### src/rtl/nrpp_fifo.sv
// small register queue between the character front end and the conversion back end
module nrpp_fifo #(
    parameter int WIDTH = 8,
    parameter int DEPTH = 4
) (
    input  logic             aclk,
    input  logic             aresetn,
    input  logic             push,
    input  logic [WIDTH-1:0] wdata,
    output logic             full,
    input  logic             pop,
    output logic [WIDTH-1:0] rdata,
    output logic             empty
);

    localparam int ADDR_W = (DEPTH > 1) ? $clog2(DEPTH) : 1;
    localparam int CNT_W  = $clog2(DEPTH + 1);

    logic [WIDTH-1:0]  mem_reg [DEPTH];
    logic [ADDR_W-1:0] wr_ptr_reg, wr_ptr_next;
    logic [ADDR_W-1:0] rd_ptr_reg, rd_ptr_next;
    logic [CNT_W-1:0]  count_reg, count_next;
    logic              do_push, do_pop;

    assign full    = (count_reg == CNT_W'(DEPTH));
    assign empty   = (count_reg == '0);
    assign rdata   = mem_reg[rd_ptr_reg];
    assign do_push = push && !full;
    assign do_pop  = pop && !empty;

    always_comb begin
        wr_ptr_next = wr_ptr_reg;
        rd_ptr_next = rd_ptr_reg;
        count_next  = count_reg;
        if (do_push) begin
            wr_ptr_next = (wr_ptr_reg == ADDR_W'(DEPTH - 1)) ? '0 : wr_ptr_reg + 1'b1;
        end
        if (do_pop) begin
            rd_ptr_next = (rd_ptr_reg == ADDR_W'(DEPTH - 1)) ? '0 : rd_ptr_reg + 1'b1;
        end
        if (do_push && !do_pop) begin
            count_next = count_reg + 1'b1;
        end else if (do_pop && !do_push) begin
            count_next = count_reg - 1'b1;
        end
    end

    always_ff @(posedge aclk) begin
        if (!aresetn) begin
            wr_ptr_reg <= '0;
            rd_ptr_reg <= '0;
            count_reg  <= '0;
        end else begin
            wr_ptr_reg <= wr_ptr_next;
            rd_ptr_reg <= rd_ptr_next;
            count_reg  <= count_next;
        end
    end

    always_ff @(posedge aclk) begin
        if (do_push) begin
            mem_reg[wr_ptr_reg] <= wdata;
        end
    end

endmodule

### config.mk
export PLATFORM = sky130hd
export DESIGN_NAME = nrpp_fifo
export DESIGN_NICKNAME = d
export VERILOG_FILES = /design/src/rtl/nrpp_fifo.sv
export SDC_FILE = /design/constraint.sdc
export NUM_CORES = 1
export LEC_CHECK = 0
export ABC_CLOCK_PERIOD_IN_PS = 2400
export BUFFER_PORTS_ARGS = -buffer_cell sky130_fd_sc_hd__buf_2
export CAP_MARGIN = 40
export CORE_ASPECT_RATIO = 0.9
export CORE_MARGIN = 4
export CORE_UTILIZATION = 40
export DETAILED_ROUTE_END_ITERATION = 8
export PLACE_DENSITY = 0.64
export SETUP_SLACK_MARGIN = 0.3
export SLEW_MARGIN = 20
export SYNTH_ARGS = -nofsm -noshare
export SYNTH_HDL_FRONTEND = slang
export SYNTH_SLANG_ARGS = --single-unit
export TNS_END_PERCENT = 30
### constraint.sdc
create_clock -name aclk -period 2.4 [get_ports aclk]
set_clock_uncertainty 0.2 [all_clocks]
set_input_delay 0.24 -clock aclk [delete_from_list [all_inputs] [get_ports aclk]]
set_output_delay 0.24 -clock aclk [all_outputs]
set_load 0.05 [all_outputs]
# [Word-level counts from Yosys, hierarchy flattened]
# Memories as Yosys holds them, arrays and structs flattened. A register that Yosys moved wholly into a read port is not among the register bits.
# Index checks and enable logic that the tools add are counted.
[word_totals] reg_bits=7 ramBits=32 inputBits=12 out_inout_bits=10 wordCells=29 memories=1
[classes] add_sub_neg=4 n_eq_ne=3 muxes=8 reduce_logical=10
[memory_table] name="mem_reg" depth=4 width=8 read_ports=1 rd_clocked_by_memory_dff=1 wr=1 line_no="19" source="logic [WIDTH-1:0] mem_reg [DEPTH];"
[ops] cell="$mux W2" count=4
[ops] cell="$mux W3" count=2
[ops] cell="$add A2 B1 Y2 const B" count=2
[ops] cell="$eq A2 B2 Y1 const B" count=2
[ops] cell="$logic_and A1 B1 Y1" count=4
[ops] cell="$logic_not A1 Y1" count=4
[ops] cell="$add A3 B1 Y3 const B" count=1
[ops] cell="$eq A3 B3 Y1 const B" count=1
[ops] cell="$logic_not A3 Y1" count=1
[ops] cell="$sub A3 B1 Y3 const B" count=1
[ops] cell="$mux W1" count=2
[ops] cell="$reduce_bool A2 Y1" count=1

# [Longest topological paths before layout]
[logic_depth] word_depth=7 ltp_mapped=9 mapped_depth_nobuf=8

# [Worst setup path after synthesis]
# Ideal clock, no wire load.
[synth_timing] path_type="register to register" startpoint="reg count_reg[1]" endpoint="reg count_reg[2]" setup_time_ns=0.076 t_arrival_ns=2.259 t_required_ns=2.124 setup_slack_ns=-0.135 path_stages_with_launch=10 n_path_buf=1 period_less_slack_ns=2.535 cell_sequence="dfxtp_1 -> nor3b_2 -> nor2b_1 -> buf_2 -> ha_1 -> inv_1 -> fa_1 -> xor2_1 -> or3_1 -> a21boi_0"
[synth_via] elab_chain_len=6 word_cells_on_any_way=15
[synth_rtl] element="from (decl)" line_no="22" source="logic [CNT_W-1:0] count_reg, count_next;"
[synth_rtl] element="from (signal assigned)" line_no="56" source="count_reg <= count_next;"
[synth_rtl] element="$eq A3 B3 Y1 (*)" line_no="25" source="assign full = (count_reg == CNT_W'(DEPTH));"
[synth_rtl] element="net full" line_no="10" source="output logic full,"
[synth_rtl] element="$logic_not A1 Y1 (*)" line_no="28" source="assign do_push = push && !full;"
[synth_rtl] element="$logic_and A1 B1 Y1 (*)" line_no="28"
[synth_rtl] element="net do_push" line_no="23" source="logic do_push, do_pop;"
[synth_rtl] element="$logic_not A1 Y1" line_no="43" source="end else if (do_pop && !do_push) begin"
[synth_rtl] element="$logic_and A1 B1 Y1" line_no="43"
[synth_rtl] element="$reduce_bool A2 Y1 (no source line)"
# The timed path passes the listed nets; every way through them passes the cells marked *. The select of a mux whose other input is x is not followed.
# A chain may end at the register's enable or synchronous reset.

# [Final worst setup path]
[layout_timing] startpoint="reg count_reg[2]" endpoint="reg count_reg[2]"
[layout_via] elab_chain_len=6 word_cells_on_any_way=15
[layout_rtl] element="branches (longest 6 deep; another with $sub A3 B1 Y3)"
# Several ways; the timed one is not identified. The select of a mux whose other input is x is not followed.

==> metrics.md <==
| Metric | Value |
|---|---|
| RSZ-0062 raised after global routing | yes |
| Worst ir drop on vdd | 446 uV |
| Detail-routed net length per standard cell | 15.5 um |
| Post-synth EDFFs | 32 |
| Crit end category | flop |
| Synth Flop Type | edfxtp_1 |
| Top cells by count, synth | edfxtp_1, dfxtp_1, mux4_2 |
| Sequential element share of the synthesized area | 70.0% |
| Clock latency on the worst-skew pair | 0.29 ns |
| Hold Path End | wr_ptr_reg[0] |
| Reg-to-Reg Start | count_reg[2] |
| Final setup viols | 0 |
| Synthesized cell area | 1630 sq um |
| Met3 WL | 156 um |
| Vias/cell | 4.95 |
| Slew Limit Fails | 0 |
| Synth area leader | edfxtp_1 |
| DIE AREA | 5160 sq um |
| Total number of vias | 886 |
| Standard-cell rows | 21 |
| Clock-pin transition on the worst setup and hold timing paths | 0.07 ns |
| Critical path class | reg2reg |
| Gate Count Post-Synth | 93 |
| Max_cap viols | 0 |
| Ys Warns | 0 |
| TritonCTS clock tree | done |
| Pin count of the biggest net entering global routing | 13 |
| Fmax | 462 MHz |
| Port buffer count | 21 |
| Distinct cells, synth | 23 |
| Highest routed metal layer | met4 |
| Critical path data arrival time | 2.18 ns |
| WP data required | 2.42 ns |
| Status | finished clean |
| Die H | 68.6 um |
| CTS root buf | clkbuf_8 |
| First-pass GRT wire length | 4350 um |
| Vias in the first global route | 933 |
| Lkg Pwr | 0.762 nW |
| Hold path start | aresetn |
| Io pins | 22 |
| Core Region | 3810 sq um |
| R2r setup slk | 0.24 ns |
| Worst slew pin tran | 0.439 ns |
| Ys async rst share | 0% |
| # DRC | 0 |
| Largest cells by area after synthesis | edfxtp_1, dfxtp_1, mux4_2 |
| Gr ovfl total | 0 |
| Post-synth top area share | 58.9% |
| Drt pass-1 iters | 4 |
| Num CTS Buffers | 5 |
| Final Critical Period | 2.16 ns |
| Nets | 152 |
| Chip Width | 75.3 um |
| Reg-to-Reg End | count_reg[2] |
| Total negative slack | 0 ns |
| Layout cells sized above 1 | 40.6% |
| Hold Crit Class | in2reg |
| Synth Net Count | 112 |
| CTS Sinks | 41 |
| Fillers | 303 |
| Met2 WL post-DR | 1390 um |
| Setup WS pre-CTS | 0.201 ns |
| PnR worst setup slack | 0.238 ns |
| Post-DP HPWL | 1870 um |
| R2R depth | 8 |
| Worst slew margin | 70.7% |
| Ant diodes | 0 |
| H-Tree Depth | 2 |
| Largest register FFs | 32 |
| Most frequent cell after synthesis | edfxtp_1 |
| Final ANT Viol Nets | 0 |
| Routed WL | 2770 um |
| Initial DRC count | 48 |
| Critical path's slowest cell | dfxtp_4 |
| Pwr/cell area | 1120 nW/um^2 |
| FF+latch count, synth | 41 |
| CP max stage delay | 0.37 ns |
| Critical-path cell list | nor3b_4 -> nor2b_2 -> ha_4 -> inv_2 -> fa_2 -> xor2_1 -> or3_1 -> a21boi_2 |
| M1 WL | 1170 um |
| Gr usage total | 12.2% |
| Crit start category | flop |
| Syn Area/Cell | 17.5 sq um |
| Final hold vios | 0 |
| Area Growth Syn to Fin | 26.9% |
| Final Cycle Share | 90.1% |
| Antenna violations before repair | 0 |
| CP max FO | 4 |
| Worst hold path depth | 3 |
| GP Congestion | 0.713 |
| Starting Density | 42.8% |
| Max clock buf depth | 2 |
## cells in the final DEF (no fill, tap or decap), types with 2 or more instances in the layout
cell           count
edfxtp_1          32
buf_2             21
mux4_2             8
dlygate4sd3_1      8
buf_4              8
nand2_1            6
dfxtp_1            6
and2_1             5
ha_1               5
clkbuf_8           5
mux2i_1            3
o21ai_0            3
inv_1              2
nor2_1             2
nand3_1            2
dfxtp_4            2
## layer usage
| metal | global-route usage, % | up-vias |
|---|---|---|
| li1 | - | 426 |
| met1 | 14.3 | 433 |
| met2 | 19.9 | 19 |
| met3 | 5.22 | 8 |
| met4 | 4.37 | 0 |
| met5 | 0 | - |
## worst max path at each step
stage / from / end / slack [ns] / cells past startpoint
floorplan: count_reg[0] / count_reg[2] / 0.12 / 9
global placement: count_reg[2] / count_reg[2] / 0.29 / 8
detailed placement: count_reg[1] / count_reg[2] / 0.20 / 7
CTS: count_reg[2] / count_reg[2] / 0.27 / 8
global route: count_reg[2] / count_reg[2] / 0.16 / 8
finish: count_reg[2] / count_reg[2] / 0.24 / 8
## per-stage QoR
stage / total power [mW] / hold WS, ns / utilization (%) / instances / instance area [sq um]
2_1_floorplan: 1.57 / 0.139 / - / 93 / 1670
3_3_place_gp: 1.73 / 0.252 / 48.2 / 160 / 1840
3_5_place_dp: 1.77 / 0.259 / 48.2 / 160 / 1840
4_1_cts: 2.33 / 0.0836 / 54.0 / 178 / 2060
5_1_grt: 2.43 / 0.0942 / 54.3 / 179 / 2070
6_report: 2.32 / 0.0955 / 54.3 / 179 / 2070
## critical path: cells and delay by family, from the launching register on
kind	cells	cell delay (ns)
AND/OR/NAND/NOR	3	0.67
adder cells (fa/ha/maj)	2	0.53
AO/OA/AOI/OAI	1	0.13
flip-flops	1	0.37
XOR/XNOR	1	0.15
buffers and inverters	1	0.04
## cells by family (layout without fill, tap and decap cells)
group	count (synthesis)	count (layout)	share of synthesized area (%)
adders and majority gates	7	7	5.83
DFF	41	41	70.0
and+or+nand+nor	20	20	6.60
buffers and inverters	7	47	1.76
muxes	11	11	12.9
xor gates and xnor gates	2	2	1.07
AOI/OAI and AO/OA	5	5	1.84
## cell type report
class	instances	area (sq um)	share of cell area [%]
multi-input combinational	45	502	24.2
sequential	41	1150	55.6
clock buffer	5	68.8	3.33
timing repair buffer	37	245	11.9
tap	46	57.6	2.78
inverter	3	11.3	0.544
clock inverter	2	35.0	1.69
## where the power goes
| group | total [mW] | internal, mW | leakage (nW) | switching, mW |
|---|---|---|---|---|
| Combinational | 0.827 | 0.325 | 0.339 | 0.502 |
| Sequential | 0.966 | 0.882 | 0.369 | 0.0840 |
| Clock | 0.523 | 0.302 | 0.0540 | 0.221 |
| Total | 2.32 | 1.51 | 0.762 | 0.807 |
## timing repair
action                     in CTS  in global routing
setup endpoints to repair       1                  1
setup buffers                   3                  1
pin swaps                       1                  0
cloned                          0                  0
hold endpoints to repair       32                  0
hold buffers                    8                  0
gates resized for setup         3                  1
(Power assumes the default switching activity.)
