$ cat config.mk
export PLATFORM = sky130hd
export DESIGN_NAME = nrpp_front
export DESIGN_NICKNAME = d
export VERILOG_FILES = /design/src/rtl/nrpp_pkg.sv /design/src/rtl/nrpp_front.sv
export SDC_FILE = /design/constraint.sdc
export NUM_CORES = 1
export LEC_CHECK = 0
export ABC_AREA = 1
export BUFFER_PORTS_ARGS = -buffer_cell sky130_fd_sc_hd__buf_2
export CAP_MARGIN = 10
export CORE_UTILIZATION = 50
export DETAILED_ROUTE_END_ITERATION = 10
export GPL_TIMING_DRIVEN = 0
export PLACE_DENSITY_LB_ADDON = 0.05
export SYNTH_ARGS = -nofsm -noshare
export SYNTH_HDL_FRONTEND = slang
export SYNTH_SLANG_ARGS = --single-unit
$ cat constraint.sdc
create_clock -name aclk -period 4.01 [get_ports aclk]
set_clock_uncertainty 0.15 [all_clocks]
set_input_delay 0.2005 -clock aclk [delete_from_list [all_inputs] [get_ports aclk]]
set_output_delay 0.2005 -clock aclk [all_outputs]
set_load 0.01 [all_outputs]
$ cat src/rtl/nrpp_pkg.sv
// shared types and constants of the nmea rmc/gga position parser
package nrpp_pkg;

    localparam int FRACTION_DIGITS = 5;
    localparam int WHOLE_W  = 32;
    localparam int FRAC_W   = 17;
    localparam int CNT_W    = 3;
    localparam int FIELD_W  = 5;
    localparam int FLAG_W   = 8;
    localparam int STAT_W   = 3;
    localparam int LAT_W    = 31;
    localparam int LON_W    = 32;
    localparam int SATS_W   = 8;
    localparam int ALT_W    = 21;
    localparam int PREFIX_LEN  = 6;
    localparam int QUEUE_DEPTH = 4;

    localparam logic [7:0] CH_NUL   = 8'd0;
    localparam logic [7:0] CH_TAB   = 8'd9;
    localparam logic [7:0] CH_LF    = 8'd10;
    localparam logic [7:0] CH_VT    = 8'd11;
    localparam logic [7:0] CH_FF    = 8'd12;
    localparam logic [7:0] CH_CR    = 8'd13;
    localparam logic [7:0] CH_SPACE = 8'd32;
    localparam logic [7:0] CH_PLUS  = 8'd43;
    localparam logic [7:0] CH_COMMA = 8'd44;
    localparam logic [7:0] CH_MINUS = 8'd45;
    localparam logic [7:0] CH_DOT   = 8'd46;
    localparam logic [7:0] CH_ZERO  = 8'd48;
    localparam logic [7:0] CH_NINE  = 8'd57;
    localparam logic [7:0] CH_A     = 8'd65;
    localparam logic [7:0] CH_S     = 8'd83;
    localparam logic [7:0] CH_W     = 8'd87;

    localparam logic [7:0] PREFIX_TEXT [0:2][0:PREFIX_LEN-1] = '{
        '{"$", "G", "P", "R", "M", "C"},
        '{"$", "G", "P", "G", "G", "A"},
        '{"$", "G", "N", "G", "G", "A"}
    };

    localparam logic [FIELD_W-1:0] FLD_STATUS = 5'd2;
    localparam logic [FIELD_W-1:0] FLD_LAT    = 5'd3;
    localparam logic [FIELD_W-1:0] FLD_NS     = 5'd4;
    localparam logic [FIELD_W-1:0] FLD_LON    = 5'd5;
    localparam logic [FIELD_W-1:0] FLD_EW     = 5'd6;
    localparam logic [FIELD_W-1:0] FLD_SATS   = 5'd7;
    localparam logic [FIELD_W-1:0] FLD_ALT    = 5'd9;
    localparam logic [FIELD_W-1:0] FLD_MAX    = 5'd31;

    localparam logic [23:0] POW10 [0:7] = '{
        24'd1, 24'd10, 24'd100, 24'd1000, 24'd10000, 24'd100000,
        24'd1000000, 24'd10000000
    };

    localparam longint unsigned SCALE      = 64'(10 ** FRACTION_DIGITS);
    localparam longint unsigned DEG_UNIT   = 64'd10000000;
    localparam int              MINS_W     = $clog2(100 * SCALE);
    localparam longint unsigned MINS_DIV   = 64'd60 * SCALE;
    localparam longint unsigned MINS_RECIP = ((64'd1 << MINS_W) * DEG_UNIT) / MINS_DIV;
    localparam longint unsigned DEG_RECIP  = (64'd1 << 32) / 64'd100;
    localparam int              DEG_W      = 26;
    localparam int              MQ_W       = 25;
    localparam int              MAG_W      = 50;
    localparam int              PROD_W     = MINS_W + 24;

    localparam logic [31:0]      LAT_LIMIT  = 32'd900000000;
    localparam logic [31:0]      LON_LIMIT  = 32'd1800000000;
    localparam logic [ALT_W-1:0] ALT_HI     = 21'd999999;
    localparam logic [ALT_W-1:0] ALT_LO_MAG = 21'd99999;

    typedef enum logic [1:0] {
        KIND_OTHER = 2'd0,
        KIND_RMC   = 2'd1,
        KIND_GGA   = 2'd2
    } kind_t;

    typedef enum logic [2:0] {
        FIN_NONE = 3'd0,
        FIN_LAT  = 3'd1,
        FIN_LON  = 3'd2,
        FIN_SATS = 3'd3,
        FIN_ALT  = 3'd4
    } fin_t;

    // one queue entry: a finished numeric field and, on a line end, the line summary
    typedef struct packed {
        fin_t              fin;
        logic              neg;
        logic [WHOLE_W-1:0] whole;
        logic [FRAC_W-1:0] frac;
        logic [CNT_W-1:0]  cnt;
        logic [3:0]        fdig;
        logic              eol;
        kind_t             kind;
        logic [FLAG_W-1:0] flags;
        logic [STAT_W-1:0] status;
    } event_t;

endpackage

$ cat src/rtl/nrpp_front.sv
// character front end: line assembly, prefix match, field tracking and number scanning
module nrpp_front
    import nrpp_pkg::*;
#(
    parameter int LINE_LIMIT  = 256,
    parameter int PARSE_LIMIT = 128
) (
    input  logic       aclk,
    input  logic       aresetn,
    input  logic       s_valid,
    output logic       s_ready,
    input  logic [7:0] s_rx_byte,
    input  logic       q_full,
    output logic       q_push,
    output event_t     q_event
);

    localparam int POS_W = $clog2(LINE_LIMIT);
    localparam int CMP_W = 9;

    typedef enum logic [3:0] {
        NUM_LEAD  = 4'b0001,
        NUM_WHOLE = 4'b0010,
        NUM_FRAC  = 4'b0100,
        NUM_DONE  = 4'b1000
    } num_state_t;

    logic [POS_W-1:0]   pos_reg, pos_next;
    logic [FIELD_W-1:0] field_reg, field_next;
    kind_t              kind_reg, kind_next;
    logic [2:0]         mask_reg, mask_next;
    logic [FLAG_W-1:0]  flags_reg, flags_next;
    logic [STAT_W-1:0]  status_reg, status_next;
    logic               closed_reg, closed_next;
    num_state_t         num_reg, num_next;
    logic               neg_reg, neg_next;
    logic [WHOLE_W-1:0] whole_reg, whole_next;
    logic [FRAC_W-1:0]  frac_reg, frac_next;
    logic [CNT_W-1:0]   cnt_reg, cnt_next;
    logic [3:0]         fdig_reg, fdig_next;

    logic        accept, is_digit, is_blank, skip;
    logic [7:0]  c;
    logic [3:0]  d;
    logic [35:0] w10;
    num_state_t  num_eff;
    fin_t        fin_cur;
    logic [2:0]  flag_idx;

    assign s_ready  = !q_full;
    assign accept   = s_valid && !q_full;
    assign c        = s_rx_byte;
    assign d        = c[3:0];
    assign is_digit = (c >= CH_ZERO) && (c <= CH_NINE);
    assign is_blank = (c == CH_SPACE) || (c == CH_TAB) || (c == CH_VT) || (c == CH_FF);
    assign w10      = ({4'b0, whole_reg} << 3) + ({4'b0, whole_reg} << 1) + 36'(d);
    assign flag_idx = 3'(field_reg - FLD_STATUS);

    always_comb begin
        unique case (field_reg)
            FLD_LAT:  fin_cur = FIN_LAT;
            FLD_LON:  fin_cur = FIN_LON;
            FLD_SATS: fin_cur = FIN_SATS;
            FLD_ALT:  fin_cur = FIN_ALT;
            default:  fin_cur = FIN_NONE;
        endcase
    end

    always_comb begin
        pos_next    = pos_reg;
        field_next  = field_reg;
        kind_next   = kind_reg;
        mask_next   = mask_reg;
        flags_next  = flags_reg;
        status_next = status_reg;
        closed_next = closed_reg;
        num_next    = num_reg;
        neg_next    = neg_reg;
        whole_next  = whole_reg;
        frac_next   = frac_reg;
        cnt_next    = cnt_reg;
        fdig_next   = fdig_reg;
        skip        = 1'b0;
        num_eff     = num_reg;

        q_push         = 1'b0;
        q_event.fin    = fin_cur;
        q_event.neg    = neg_reg;
        q_event.whole  = whole_reg;
        q_event.frac   = frac_reg;
        q_event.cnt    = cnt_reg;
        q_event.fdig   = fdig_reg;
        q_event.eol    = 1'b0;
        q_event.kind   = kind_reg;
        q_event.flags  = flags_reg;
        q_event.status = status_reg;

        if (accept && c != CH_CR) begin
            if (c == CH_LF) begin
                q_push      = 1'b1;
                q_event.eol = 1'b1;
            end
            if (c == CH_LF || pos_reg >= POS_W'(LINE_LIMIT - 1)) begin
                // line done or overlong: start a fresh line
                pos_next    = '0;
                field_next  = '0;
                kind_next   = KIND_OTHER;
                mask_next   = 3'b111;
                flags_next  = '0;
                status_next = '0;
                closed_next = 1'b0;
                num_next    = NUM_LEAD;
                neg_next    = 1'b0;
                whole_next  = '0;
                frac_next   = '0;
                cnt_next    = '0;
                fdig_next   = '0;
            end else begin
                pos_next = pos_reg + 1'b1;
                if (!closed_reg && CMP_W'(pos_reg) < CMP_W'(PARSE_LIMIT - 1)) begin
                    if (c == CH_NUL) begin
                        closed_next = 1'b1;
                    end else begin
                        if (pos_reg < POS_W'(PREFIX_LEN)) begin
                            for (int k = 0; k < 3; k++) begin
                                if (PREFIX_TEXT[k][pos_reg[2:0]] != c) begin
                                    mask_next[k] = 1'b0;
                                end
                            end
                            if (pos_reg == POS_W'(PREFIX_LEN - 1)) begin
                                if (mask_next[0]) begin
                                    kind_next = KIND_RMC;
                                end else if (mask_next[2:1] != 2'b00) begin
                                    kind_next = KIND_GGA;
                                end else begin
                                    kind_next = KIND_OTHER;
                                end
                            end
                        end
                        if (c == CH_COMMA) begin
                            q_push     = (fin_cur != FIN_NONE);
                            num_next   = NUM_LEAD;
                            neg_next   = 1'b0;
                            whole_next = '0;
                            frac_next  = '0;
                            cnt_next   = '0;
                            fdig_next  = '0;
                            if (field_reg != FLD_MAX) begin
                                field_next = field_reg + 1'b1;
                            end
                        end else begin
                            if (field_reg >= FLD_STATUS && field_reg <= FLD_ALT
                                    && !flags_reg[flag_idx]) begin
                                flags_next[flag_idx] = 1'b1;
                                if (field_reg == FLD_STATUS && c == CH_A) status_next[0] = 1'b1;
                                if (field_reg == FLD_NS && c == CH_S) status_next[1] = 1'b1;
                                if (field_reg == FLD_EW && c == CH_W) status_next[2] = 1'b1;
                            end
                            // number scanner
                            if (num_reg == NUM_LEAD) begin
                                if (is_blank) begin
                                    skip = 1'b1;
                                end else if (c == CH_PLUS) begin
                                    skip     = 1'b1;
                                    num_next = NUM_WHOLE;
                                end else if (c == CH_MINUS) begin
                                    skip     = 1'b1;
                                    neg_next = 1'b1;
                                    num_next = NUM_WHOLE;
                                end else begin
                                    num_eff  = NUM_WHOLE;
                                    num_next = NUM_WHOLE;
                                end
                            end
                            if (!skip) begin
                                unique case (num_eff)
                                    NUM_WHOLE: begin
                                        if (is_digit) begin
                                            whole_next = (w10 > 36'hFFFF_FFFF) ? '1 : w10[31:0];
                                        end else if (c == CH_DOT) begin
                                            num_next = NUM_FRAC;
                                        end else begin
                                            num_next = NUM_DONE;
                                        end
                                    end
                                    NUM_FRAC: begin
                                        if (is_digit) begin
                                            if (cnt_reg < CNT_W'(FRACTION_DIGITS)) begin
                                                frac_next = frac_reg * 17'd10 + FRAC_W'(d);
                                                cnt_next  = cnt_reg + 1'b1;
                                                if (cnt_reg == '0) fdig_next = d;
                                            end
                                        end else begin
                                            num_next = NUM_DONE;
                                        end
                                    end
                                    default: ;
                                endcase
                            end
                        end
                    end
                end
            end
        end
    end

    always_ff @(posedge aclk) begin
        if (!aresetn) begin
            pos_reg    <= '0;
            field_reg  <= '0;
            kind_reg   <= KIND_OTHER;
            mask_reg   <= 3'b111;
            flags_reg  <= '0;
            status_reg <= '0;
            closed_reg <= 1'b0;
            num_reg    <= NUM_LEAD;
            neg_reg    <= 1'b0;
            whole_reg  <= '0;
            frac_reg   <= '0;
            cnt_reg    <= '0;
            fdig_reg   <= '0;
        end else begin
            pos_reg    <= pos_next;
            field_reg  <= field_next;
            kind_reg   <= kind_next;
            mask_reg   <= mask_next;
            flags_reg  <= flags_next;
            status_reg <= status_next;
            closed_reg <= closed_next;
            num_reg    <= num_next;
            neg_reg    <= neg_next;
            whole_reg  <= whole_next;
            frac_reg   <= frac_next;
            cnt_reg    <= cnt_next;
            fdig_reg   <= fdig_next;
        end
    end

endmodule

# Word level (Yosys, flattened, before mapping)
# Memories as Yosys holds them, arrays and structs flattened.
# Index checks and enable logic that the tools add are counted.
# totals
register_bits	91
latch_bits	0
mem_bits_rw	0
mem_bits_ro	192
in_bits	12
output_inout_bits	76
mem_count	3
# op_classes
addsub	7
mul	1
n_div	0
magnitude_cmp	12
eq_ne	33
n_shift	0
mux	139
bitwise	2
reduce_logical	51
# mem_list
memory	depth	word_bits	read_ports	rd_clocked_by_memory_dff	wr	line_no	source
(no name shown)	8	8	1	0	0	nrpp_front.sv:126	if (PREFIX_TEXT[k][pos_reg[2:0]] != c) begin
(no name shown)	8	8	1	0	0	nrpp_front.sv:126	
(no name shown)	8	8	1	0	0	nrpp_front.sv:126	
# op_table
cell	count
two-way mux 32 bit	8
two-way mux 17 bit	8
two-way mux 4 bit	28
two-way mux 8 bit	12
two-way mux 3 bit	17
two-way mux 1 bit	50
== test 8 x 6 -> 1 bit, second input constant	5
adder 35 x 33 -> 36 bit	1
adder 36 x 4 -> 36 bit	1
> comparator 36 x 32 -> 1 bit, second input constant	1
== test 8 x 4 -> 1 bit, second input constant	4
two-way mux 5 bit	5
== test 8 x 7 -> 1 bit, second input constant	3
inequality test 8 bit	3
AND reduction 6 bit	4
nonzero test 3 bit	8
nonzero test 2 bit	11
== test 5 x 3 -> 1 bit, second input constant	4
adder 17 x 4 -> 17 bit	1
multiplier 17 x 3 -> 16 bit, second input constant	1
AND reduction 5 bit	3
two-way mux 2 bit	7
AND reduction 7 bit	2
case mux 3 bit (4 select lines)	1
other kinds (39)	57

# Logic depth before layout (Yosys ltp)
# logic_depth
word_depth	19
mapped_depth	18
ltp_nobuf	18

# Worst setup path after synthesis
# Ideal clock, no wire load.
# synth_timing
kind	reg-to-reg
start	register whole_reg[0]
end	register whole_reg[13]
arrival_ns	2.621
t_required_ns	3.728
path_slack_ns	1.106
path_stages_with_launch	18
n_path_buf	1
synth_period_minus_slack_ns	2.904
cell_sequence	dfxtp_1 fa_1 fa_1 nand2_1 nand2_1 nand3_1 nand2_1 nand2_1 nand2_1 nand2_1 nand2_1 nand2_1 nand2_1 nor2_1 buf_2 nand3_1 nand2_1 a21oi_1
# synth_via
elab_chain_len	11
# synth_rtl
element	line_no	source
start: declaration	nrpp_front.sv:37	logic [WHOLE_W-1:0] whole_reg, whole_next;
start signal: assignment	nrpp_front.sv:232	whole_reg <= whole_next;
adder 35 x 33 -> 36 bit (*)	nrpp_front.sv:56	assign w10 = ({4'b0, whole_reg} << 3) + ({4'b0, whole_reg} << 1) + 36'(d);
adder 36 x 4 -> 36 bit (*)	nrpp_front.sv:56	
> comparator 36 x 32 -> 1 bit	nrpp_front.sv:179	whole_next = (w10 > 36'hFFFF_FFFF) ? '1 : w10[31:0];
two-way mux 32 bit (*)	nrpp_front.sv:179	
two-way mux 32 bit (*)	nrpp_front.sv:178	if (is_digit) begin
two-way mux 32 bit (*)	nrpp_front.sv:176	unique case (num_eff)
two-way mux 32 bit (*)	nrpp_front.sv:175	if (!skip) begin
two-way mux 32 bit (*)	nrpp_front.sv:140	if (c == CH_COMMA) begin
two-way mux 32 bit (*)	nrpp_front.sv:121	if (c == CH_NUL) begin
two-way mux 32 bit (*)	nrpp_front.sv:120	if (!closed_reg && CMP_W'(pos_reg) < CMP_W'(PARSE_LIMIT - 1)) begin
two-way mux 32 bit (*)	nrpp_front.sv:103	if (c == CH_LF || pos_reg >= POS_W'(LINE_LIMIT - 1)) begin
# Mark *: on every way between the ends. The rest lies on a longest branch, timed or not. The select of a mux whose other input is x is not followed.
# A chain may end at the register's enable or synchronous reset.

# Worst setup path in the final report
# layout_timing
start	register whole_reg[2]
end	register whole_reg[30]
# Same word-level chain as after synthesis.

==> reports/summary.log <==
INFO  run_status     status=finished, final reports clean
INFO  finish         post-route-cell-area=9840squm
INFO  logic_synthesis synth_cells=1406
INFO  drt            drt_first_iter_violations=562
INFO  cts            clk_transition_reported_paths=0.07ns
INFO  sta            sum_neg_setup_slack=0ns
INFO  finish         finalNetCount=1631
INFO  global_route   grt_util_all_layers=0.282
INFO  power          leakagePower=0.00526uW
INFO  finish         mostFrequentLayoutCell=nand2_1
INFO  drt            route.met3.wl=988um
INFO  cts            clock_tree.htree_level_count=3
INFO  floorplan      floorplan.initialDensity=0.512
INFO  floorplan      design.portCount=88
INFO  cts            postCtsSetupRepairBufs=0
INFO  logic_synthesis synth-seq-area-share=0.207
INFO  finish         multi_input_area=6140squm
INFO  logic_synthesis synth.ff_latch_count=91
INFO  cts            cts_root_buffer=clkbuf_16
INFO  floorplan      dieHeight=135um
INFO  cts            cts_made_buffers=9
INFO  sta            period_share=0.900
INFO  drt            dr.max_layer_used=met4
INFO  finish         layout_common_cells=nand2_1 (436), inv_1 (166), nor2_1 (122)
INFO  place          gp_congestion=0.907
INFO  power          logic_gate_share_of_total_power=0.078
INFO  drt            drcViolationCount=0
INFO  drt            number_of_routed_nets_with_antenna_violations=0
INFO  logic_synthesis synth_ff_type=dfxtp_1
INFO  drt            wl_met2=12200um
INFO  power          switchingPower=544uW
INFO  worst_setup_path worst_ep_arrival_time=3.68ns
INFO  drt            vias=9225
INFO  logic_synthesis ys_warn_count=0
INFO  floorplan      core=17200squm
INFO  floorplan      die_w=135um
INFO  run            cap_violations=0
INFO  finish         final.fill_count=1797
INFO  sta            final_max_slew_viol_count=0
INFO  worst_setup_path critical_path.cell_chain=fa_1 > fa_1 > nand2_1 > nand2_1 > nand3_1 > nand2_1 > nand2_1 > nand2_1 > nand2_1 > nand2_1 > nand2_1 > nand2_1 > nor2_1 > buf_2 > nand3_1 > nand2_1 > a21oi_1
INFO  power          internal-power=1450uW
INFO  logic_synthesis mean_area_per_synthesized_cell=6.27squm
INFO  worst_setup_path worst_path_max_delay_cell=fa_1
INFO  worst_setup_path setup.worst_path.class=reg2reg
INFO  worst_setup_path timing.critical_path.mode_cell=nand2_1
INFO  logic_synthesis synth_edf_count=0
INFO  drt            drt_first_pass_iters=6
INFO  drt            wire_per_inst=14.5um
INFO  drt            vias_per_cell=5.32
INFO  logic_synthesis synthesis.nets=1534
INFO  power          netSwitchingFraction=0.272
INFO  worst_setup_path cell_family_with_the_largest_share_of_critical_path_delay=simple AND/OR/NAND/NOR gates
INFO  power          pwr_density_cell=203nW/um^2
INFO  worst_setup_path critPathBufInv=1
INFO  cts            max-clock-path-buffers=2
INFO  cts            cts-hold-fix-buffers=0
INFO  finish         drive_gt1_frac=0.103
INFO  place          placed_area=9530squm
INFO  cts            clock_network_latency_to_the_later_pin_of_the_worst_skew_pair=0.36ns
INFO  sta            grt_setup_unrepaired=false
INFO  global_route   grt_start_max_net_pins=18
INFO  floorplan      placementRows=48
INFO  logic_synthesis synth-async-reset-ratio=0
INFO  finish         antennaDiodeCount=0
INFO  global_route   globalRouteOverflowTotal=0
INFO  place          numPortBuffers=86
INFO  worst_setup_path timing.critical_path.fanout_max=10
INFO  worst_setup_path timing.critical_path.slowest_cell_delay=0.50ns
INFO  worst_setup_path required=4.07ns
INFO  logic_synthesis synth.lib_cells_used.distinct=48
INFO  cts            clock_sinks=91
INFO  global_route   grt_antenna_before_repair=0
INFO  worst_hold_path worstHoldPathType=in2reg
INFO  worst_setup_path crit_path_end_kind=flop
INFO  global_route   grt_pass1_wl=41100um
INFO  logic_synthesis synth_area=8820squm
INFO  global_route   grt_pass1_vias=8481
INFO  power          p_seq_frac=0.459
INFO  finish         sequential_cell_area=1820squm
INFO  place          dpl.hpwl=20000um
INFO  drt            detail_route.wirelength=25100um
INFO  power          ir_drop=0.181mV
INFO  cts            cts_tree=yes
INFO  worst_setup_path startpoint_type=flop
INFO  sta            timing_worst_slew_pin_value=0.827ns
INFO  finish         syn2layout_area_growth=11.6%
INFO  sta            slew_headroom=0.444
INFO  cts            cts-resized-gates=0
INFO  sta            hold_viol=0
INFO  finish         number_of_flip_flops_under_the_largest_register_name=32
INFO  drt            routedLengthMet1=11500um
INFO  power          clkPwrFrac=0.463
INFO  sta            final_period_minus_worst_setup_slack=3.61ns
INFO  floorplan      fp.dieArea=18200squm
INFO  sta            maximum_clock_rate=277MHz
INFO  sta            setup-violations-final=0
worst reg2reg max path: cells and delay by family (launching register included):
family	cells	cell delay (ns)
compound gates	1	0.06
fa+ha+maj	2	0.98
buf+inv	1	0.36
flops	1	0.45
simple gates	13	1.48
cells by family after synthesis:
group | Yosys count | synth area share
XOR/XNOR | 37 | 0.0367
flip-flops | 91 | 0.207
buffers and inverters | 208 | 0.0969
AND/OR/NAND/NOR | 764 | 0.374
AO/OA/AOI/OAI | 190 | 0.118
adder cells (fa/ha/maj) | 116 | 0.168
Yosys cell counts, types with 2 or more instances:
library cell  number  area (sq um)
a31oi_1            6          37.5
nor3_1            20           100
nor2_1           122           458
o21ai_2            2          17.5
clkbuf_1          10          37.5
o21bai_1           7          52.6
nand4_1           34           213
buf_6              3          33.8
inv_1            166           623
buf_4              4          30.0
dfxtp_1           91          1820
xor2_1            15           131
ha_1             112          1400
nor2_4             3          33.8
nand2_4            3          33.8
nor3_4             2          32.5
nor3b_1            3          22.5
nand2_2            5          31.3
and2_1             4          25.0
buf_2             14          70.1
inv_2              8          30.0
nor2_2             3          18.8
o21ai_0           35           175
o21ai_1            2          10.0
nand2_1          436          1640
a211oi_1           3          22.5
xnor2_1           22           193
o31ai_1            2          15.0
nand3b_1          10          75.1
o21a_1             7          52.6
nand3_1          107           536
o2111ai_1          2          17.5
fa_1               4          80.1
a21oi_1          120           601
nor4_1             6          37.5
path summary, 6_finish.rpt:
path,slack (ns),from,to,cells past startpoint
worst max-delay path,0.40,whole_reg[2]$_SDFFE_PN0P_,whole_reg[30]$_SDFFE_PN0P_,17
worst min-delay path,0.08,q_full,pos_reg[1]$_SDFFE_PN0P_,4
worst max register to register,0.40,whole_reg[2]$_SDFFE_PN0P_,whole_reg[30]$_SDFFE_PN0P_,17
worst min register to register,0.32,closed_reg$_SDFFE_PN0P_,closed_reg$_SDFFE_PN0P_,1
metal layers:
metal  vias to the layer above  GRT usage
met2                       195      0.507
met1                      4211      0.355
met3                        26     0.0368
met5                         -          0
li1                       4793          -
met4                         0     0.0705
per-stage QoR:
step	power, uW	instances	utilization	hold slack [ns]	worst slack, ns
after floorplan	1050	1406	-	0.254	1.11
after global placement	1090	1717	0.553	0.299	0.455
after detailed placement	1090	1717	0.553	0.305	0.436
after CTS	2020	1733	0.571	0.0648	0.446
after global routing	2070	1733	0.571	0.0860	0.234
final	2000	1733	0.571	0.0758	0.399
area by class of cell:
| type | count | area share |
|---|---|---|
| multi-input cells | 1107 | 0.624 |
| flip-flops and latches | 91 | 0.185 |
| inverters | 177 | 0.0694 |
| repair buffers | 86 | 0.0437 |
| well taps | 225 | 0.0286 |
| clock buffers | 9 | 0.0229 |
| plain buffers | 31 | 0.0174 |
| clock inverters | 7 | 0.00839 |
power groups by stage:
stage               combinational (uW)  clock [uW]  sequential, uW
floorplan                          110           0             936
global placement                   153           0             937
detailed placement                 154           0             937
CTS                                154         947             915
global route                       175         978             917
finish                             156         925             915
No activity file was read; power rests on OpenSTA's default activity.
